==> src/hw/rtl/drph_pkg.sv <==
package drph_pkg;

  localparam int TICK_BITS_DEF = 16;
  localparam int CFG_W         = 16;
  localparam int CFG_IDX_W     = 2;

  localparam logic [CFG_W-1:0] DEBOUNCE_RST = 16'd10;
  localparam logic [CFG_W-1:0] PULSE_RST    = 16'd100;
  localparam logic [CFG_W-1:0] HOLDOFF_RST  = 16'd36000;

  typedef enum logic [CFG_IDX_W-1:0] {
    REG_DEBOUNCE = 2'd0,
    REG_PULSE    = 2'd1,
    REG_HOLDOFF  = 2'd2
  } reg_idx_t;

  typedef struct packed {
    logic [CFG_W-1:0] settle_ticks;
    logic [CFG_W-1:0] pulse_ticks;
    logic [CFG_W-1:0] holdoff_ticks;
  } cfg_t;

  typedef struct packed {
    logic power_cut;
    logic trigger_seen;
    logic holding_off;
  } result_t;

endpackage

==> src/hw/rtl/drph_core.sv <==
module drph_core #(
  parameter int TICK_BITS = drph_pkg::TICK_BITS_DEF
) (
  input  logic             clk,
  input  logic             rst_n,
  input  logic             step,
  input  logic             level,
  input  drph_pkg::cfg_t   cfg,
  output drph_pkg::result_t res
);

  localparam int CW = (TICK_BITS > drph_pkg::CFG_W) ? TICK_BITS : drph_pkg::CFG_W;

  logic [TICK_BITS-1:0] tick_count_r, tick_count_nxt;
  logic [TICK_BITS-1:0] debounce_start_r, debounce_start_nxt;
  logic [TICK_BITS-1:0] reset_start_r, reset_start_nxt;
  logic                 last_level_r, last_level_nxt;
  logic                 power_off_r, power_off_nxt;

  logic [TICK_BITS-1:0] now_inc;
  logic [TICK_BITS-1:0] el_rst;
  logic [TICK_BITS-1:0] el_db;
  logic [CW-1:0]        late_full;
  logic [TICK_BITS-1:0] late;
  logic                 rst_active;
  logic                 pulse_done;
  logic                 holdoff_done;
  logic                 seen;

  assign now_inc        = tick_count_r + 1'b1;
  assign tick_count_nxt = (now_inc == '0) ? TICK_BITS'(1) : now_inc;
  assign el_rst         = tick_count_nxt - reset_start_r;
  assign el_db          = tick_count_nxt - debounce_start_r;
  assign rst_active     = (reset_start_r != '0);
  assign pulse_done     = CW'(el_rst) >= CW'(cfg.pulse_ticks);
  assign holdoff_done   = CW'(el_rst) >= CW'(cfg.holdoff_ticks);
  assign late_full      = CW'(tick_count_nxt) - CW'(cfg.holdoff_ticks);
  assign late           = late_full[TICK_BITS-1:0];

  always_comb begin
    power_off_nxt      = power_off_r;
    last_level_nxt     = last_level_r;
    debounce_start_nxt = debounce_start_r;
    reset_start_nxt    = reset_start_r;
    seen               = 1'b0;

    if (rst_active && pulse_done) begin
      power_off_nxt = 1'b0;
    end

    if (level != last_level_r) begin
      last_level_nxt     = level;
      debounce_start_nxt = tick_count_nxt;
    end else if ((debounce_start_r != '0) &&
                 (CW'(el_db) >= CW'(cfg.settle_ticks))) begin
      debounce_start_nxt = '0;
      seen               = level;
    end

    if (!seen) begin
      if (rst_active && holdoff_done) begin
        reset_start_nxt = '0;
      end
    end else if (rst_active) begin
      // late trigger slides the window start forward, no new pulse
      if (holdoff_done) begin
        reset_start_nxt = (late == '0) ? TICK_BITS'(1) : late;
      end
    end else begin
      reset_start_nxt = tick_count_nxt;
      power_off_nxt   = 1'b1;
    end
  end

  assign res.power_cut    = power_off_nxt;
  assign res.trigger_seen = seen;
  assign res.holding_off  = (reset_start_nxt != '0);

  always_ff @(posedge clk) begin
    if (!rst_n) begin
      tick_count_r     <= '0;
      debounce_start_r <= '0;
      reset_start_r    <= '0;
      last_level_r     <= 1'b0;
      power_off_r      <= 1'b0;
    end else if (step) begin
      tick_count_r     <= tick_count_nxt;
      debounce_start_r <= debounce_start_nxt;
      reset_start_r    <= reset_start_nxt;
      last_level_r     <= last_level_nxt;
      power_off_r      <= power_off_nxt;
    end
  end

endmodule

==> src/hw/rtl/debounced_reset_pulse_with_holdoff.sv <==
// Output: the result of each accepted input transaction is registered in the output register.
// Throughput: one transaction per cycle; the input side stalls only while the
//   output register holds a result that the downstream side is stalling.
// Reset: synchronous, active low rst_n; clears tick counter, debounce and holdoff
//   state and the output valid; configuration returns to 10 / 100 / 36000 ticks.
module debounced_reset_pulse_with_holdoff #(
  parameter int TICK_BITS = drph_pkg::TICK_BITS_DEF
) (
  input  logic                          clk,
  input  logic                          rst_n,
  // tick channel: one transaction is one timer tick with the sampled pin level
  input  logic                          in_valid,
  output logic                          in_stall,
  input  logic                          in_trigger_level,
  // result channel
  output logic                          out_valid,
  input  logic                          out_stall,
  output logic                          out_power_cut,
  output logic                          out_trigger_seen,
  output logic                          out_holding_off,
  // configuration write port
  input  logic                          cfg_we,
  input  logic [drph_pkg::CFG_IDX_W-1:0] cfg_index,
  input  logic [drph_pkg::CFG_W-1:0]     cfg_wdata
);

  drph_pkg::cfg_t    cfg_r;
  drph_pkg::result_t res_nxt;
  drph_pkg::result_t res_r;
  logic              out_valid_r;
  logic              in_take;

  // Output register frees up when empty or when its result leaves this cycle.
  assign in_stall = out_valid_r && out_stall;
  assign in_take  = in_valid && !in_stall;

  // Configuration registers; indexes outside the list are dropped.
  always_ff @(posedge clk) begin
    if (!rst_n) begin
      cfg_r.settle_ticks  <= drph_pkg::DEBOUNCE_RST;
      cfg_r.pulse_ticks   <= drph_pkg::PULSE_RST;
      cfg_r.holdoff_ticks <= drph_pkg::HOLDOFF_RST;
    end else if (cfg_we) begin
      case (cfg_index)
        drph_pkg::REG_DEBOUNCE: cfg_r.settle_ticks  <= cfg_wdata;
        drph_pkg::REG_PULSE:    cfg_r.pulse_ticks   <= cfg_wdata;
        drph_pkg::REG_HOLDOFF:  cfg_r.holdoff_ticks <= cfg_wdata;
        default: begin
        end
      endcase
    end
  end

  // Tick counter, debouncer and holdoff window; state advances on each transaction.
  drph_core #(
    .TICK_BITS(TICK_BITS)
  ) u_core (
    .clk   (clk),
    .rst_n (rst_n),
    .step  (in_take),
    .level (in_trigger_level),
    .cfg   (cfg_r),
    .res   (res_nxt)
  );

  // Result register: valid is control, payload loads without reset.
  always_ff @(posedge clk) begin
    if (!rst_n) begin
      out_valid_r <= 1'b0;
    end else if (in_take) begin
      out_valid_r <= 1'b1;
    end else if (!out_stall) begin
      out_valid_r <= 1'b0;
    end
  end

  always_ff @(posedge clk) begin
    if (in_take) begin
      res_r <= res_nxt;
    end
  end

  assign out_valid        = out_valid_r;
  assign out_power_cut    = res_r.power_cut;
  assign out_trigger_seen = res_r.trigger_seen;
  assign out_holding_off  = res_r.holding_off;

endmodule

==> config.mk <==
export PLATFORM = sky130hd
export DESIGN_NAME = debounced_reset_pulse_with_holdoff
export DESIGN_NICKNAME = d
export VERILOG_FILES = /design/src/hw/rtl/drph_pkg.sv /design/src/hw/rtl/drph_core.sv /design/src/hw/rtl/debounced_reset_pulse_with_holdoff.sv
export SDC_FILE = /design/constraint.sdc
export NUM_CORES = 1
export LEC_CHECK = 0
export ABC_CLOCK_PERIOD_IN_PS = 14700
export BUFFER_PORTS_ARGS = -buffer_cell sky130_fd_sc_hd__buf_2
export CAP_MARGIN = 40
export CORE_MARGIN = 2
export CORE_UTILIZATION = 68
export CTS_CLUSTER_DIAMETER = 60
export CTS_CLUSTER_SIZE = 14
export DETAILED_ROUTE_END_ITERATION = 12
export PLACE_DENSITY = 0.87
export SLEW_MARGIN = 20
export SYNTH_ARGS = -nofsm -noshare
export SYNTH_HDL_FRONTEND = slang
export SYNTH_SLANG_ARGS = --single-unit
==> constraint.sdc <==
create_clock -name clk -period 14.7 [get_ports clk]
set_input_delay 2.205 -clock clk [delete_from_list [all_inputs] [get_ports clk]]
set_output_delay 2.205 -clock clk [all_outputs]
set_load 0.005 [all_outputs]
==> flow_summary_export.csv <==
group,metric,value,unit
cts,clock-sinks,102,
final_layout,drive_above_1_share,0.0816,
cts,post_cts_resized,0,
setup_path,start_kind,"register",
die,design.die.area,0.0125,mm²
routing,dr.pass1.iters,6,
cts,cts_buffers,9,
routing,wl_met2,10100,µm
timing,hold_viol_final,0,
timing,finClkSkew,0.00724,ns
run,maxCapViolCount,0,
routing,drc,0,
timing,rsz0062_at_grt,"false",
synth,ys_ff_latch,102,
timing,setup_viol,0,
timing,finalMaxSlewViolations,0,
synth,yosys.area.top_type_share,0.251,
power,combPwrFrac,0.327,
routing,post_drt_via_cell_ratio,6.33,
global_route,antenna_found_initial,0,
setup_path,slowest_stage,"o41a_1",
die,initial_core_util,0.694,
power,power_frac_clock,0.308,
synth,synth.top_cells.by_area,"dfxtp_1 (25%), ha_1 (15%), nand2_1 (6.8%)",
setup_path,r2r_cells,31,
routing,met1_length,8590,µm
timing,post-route-period-util,0.545,
cts,insertion_delay,0.35,ns
power,p_seq_frac,0.364,
global_route,grt_max_degree,86,
global_route,grt_pass1_wl,35300,µm
final_layout,area_growth,7.06,%
placement,io_buffers,28,
setup_path,max_stage_delay,0.55,ns
cts,path_clk_slew,0.07,ns
power,p_sw,267,µW
synth,async_flop_share,0,
timing,finalCriticalPeriod,8.01,ns
synth,synth_ff_type,"dfxtp_1",
routing,wl_per_cell,18.3,µm
setup_path,crit_arrival,8.09,ns
power,power_density,95.3,mW/mm²
timing,finalSetupTns,0,ns
setup_path,crit_required,14.78,ns
synth,synth_edf_count,3,
timing,relSlewSlack,0.382,
cts,cts_setup_buffers,0,
routing,drtIter0Drc,753,
min_path,hold_depth,2,
cts,htree_levels,3,
power,peakVddDrop,0.0810,mV
global_route,grt_pass1_vias,7344,
routing,vias,7429,
synth,synthesis.nets,1138,
timing,tightestPinTransition,0.924,ns
power,p_leak,0.00348,µW
placement,hpwl,16200,µm
final_layout,nets,1147,
die,ios,29,
synth,netlist_area,0.00789,mm²
routing,wl_met3,1750,µm
routing,drt_wl_total,21400,µm
power,power.total,805,µW
synth,synth_warnings,0,
timing,max_freq,125,MHz
cts,holdBufCountCts,0,
power,p_int,538,µW
cts,cts_tree,"done",
die,num_rows,39,
global_route,overflow,0,
synth,synthDistinctLibCells,83,
routing,ant_nets,0,
setup_path,critPathMaxFanout,15,
synth,avgSynthCellArea,7.77,µm²
placement,finalWeightedCongestion,0.987,
cts,cts_root_buffer,"clkbuf_16",
status,status,"complete, no violations",
min_path,hold_class,"register to register",
die,fp.dieH,112,µm
synth,yosys.area.top_type,"dfxtp_1",
power,p_sw_frac,0.332,
die,die_w,112,µm
synth,synth-seq-area-share,0.263,
global_route,grt_usage,0.350,
setup_path,cp-end-kind,"register",
synth,synthesis.instances,1016,
routing,highest_layer,"met4",
cts,clk_path_buf_depth,2,
die,core_area,0.0114,mm²
final_layout,insertedDiodeCount,0,
setup_path,critical_path_class,"register to register",
-- power by group through the flow --
stage                     clock network, µW  registers (µW)  logic (µW)
after floorplan                           0             298         195
after global placement                    0             299         246
after detailed placement                  0             300         254
after CTS                               248             293         258
after global routing                    262             294         293
final                                   248             294         264
-- synthesized netlist by cell type, types with 3 or more instances --
cell type,number
nor2b_1,7
o211ai_1,12
or2_2,6
buf_1,3
nor2_1,74
dfxtp_1,99
or3_1,9
a32o_1,3
and3_4,3
and3_1,14
a22oi_1,15
o21ai_0,30
o22ai_1,3
a31oi_1,7
nand4_1,13
nand3_1,17
o2111ai_1,4
inv_1,93
nand2b_1,6
o21a_1,13
a211oi_1,16
ha_1,95
fa_1,3
clkbuf_1,28
o31ai_1,4
a21oi_1,91
nand2_1,142
a221oi_1,4
xor2_1,23
buf_2,4
and2_1,6
nor4_1,12
edfxtp_1,3
nor3_1,20
o211a_1,3
a21o_1,19
and4_1,5
o221ai_1,3
o21bai_1,10
xnor2_1,35
-- cells by family after synthesis --
family / synth area share
xor+xnor: 0.0664
mux: 0.00270
flops: 0.263
compound gates: 0.226
simple gates: 0.214
buf+inv: 0.0693
fa+ha+maj: 0.158
-- final cells by class --
type	instances	area, µm²
Clock inverter	4	52.6
Sequential cell	102	2070
Fill cell	928	2920
Multi-Input combinational cell	778	5280
Timing Repair Buffer	39	254
Tap cell	143	179
Clock buffer	12	256
Inverter	95	357
-- layer usage --
| layer | GRT usage | vias up |
|---|---|---|
| li1 | - | 3613 |
| met1 | 0.431 | 3437 |
| met2 | 0.591 | 309 |
| met3 | 0.0697 | 70 |
| met4 | 0.162 | 0 |
| met5 | 0 | - |
-- critical path, delay by kind of cell, from the launching register on --
family	cells	cell delay, ns
flops	1	0.40
xor+xnor	2	0.67
simple gates	8	1.69
buf+inv	2	0.23
fa+ha+maj	4	1.23
compound gates	15	3.50
-- final timing paths --
path                                            start                   endpoint  slack [ns]
setup / recovery  u_core.tick_count_r[0]$_SDFFE_PN0P_  out_holding_off$_DFFE_PP_        6.69
setup reg to reg  u_core.tick_count_r[0]$_SDFFE_PN0P_  out_holding_off$_DFFE_PP_        6.69
hold reg to reg                cfg_r[17]$_SDFFE_PN0P_     cfg_r[17]$_SDFFE_PN0P_        0.45
hold / removal                 cfg_r[17]$_SDFFE_PN0P_     cfg_r[17]$_SDFFE_PN0P_        0.45
-- registers in the layout, summed over array words and instances, names as in the netlist --
register	flops
out_trigger_seen	1
u_core.reset_start_r	16
cfg_r	48
u_core.last_level_r	1
out_power_cut	1
u_core.tick_count_r	16
out_holding_off	1
u_core.power_off_r	1
u_core.debounce_start_r	16
out_valid	1
-- metrics by stage --
stage | cell area (µm²) | std cells | setup WS [ns] | hold WS (ns) | utilization
CTS | 8410 | 1171 | 6.81 | 0.457 | 0.739
detailed placement | 8100 | 1155 | 6.84 | 0.447 | 0.712
global placement | 8060 | 1151 | 7.20 | 0.443 | 0.709
global route | 8450 | 1173 | 6.34 | 0.478 | 0.743
floorplan | 7890 | 1016 | 7.99 | 0.436 | -
finish | 8450 | 1173 | 6.69 | 0.453 | 0.743
-- cells in the final DEF, fill, tap and decap left out, drive strengths merged, types with 7 or more instances in the layout --
master / synthesis / routed
nand4: 13 / 13
a21o: 19 / 19
dfxtp: 99 / 99
a31oi: 8 / 8
a211oi: 16 / 16
o21ai: 32 / 32
and3: 17 / 17
or2: 7 / 7
nor2b: 7 / 7
nor4: 12 / 12
buf: 10 / 39
o21bai: 10 / 10
a21oi: 92 / 92
nand3: 18 / 18
xor2: 24 / 24
a22oi: 15 / 15
ha: 95 / 95
o21a: 13 / 13
xnor2: 35 / 35
nand2: 144 / 144
clkbuf: 31 / 12
and2: 7 / 7
inv: 94 / 96
nor3: 20 / 20
or3: 9 / 9
o211ai: 13 / 13
nor2: 74 / 74
No activity file was read; power rests on OpenSTA's default activity.
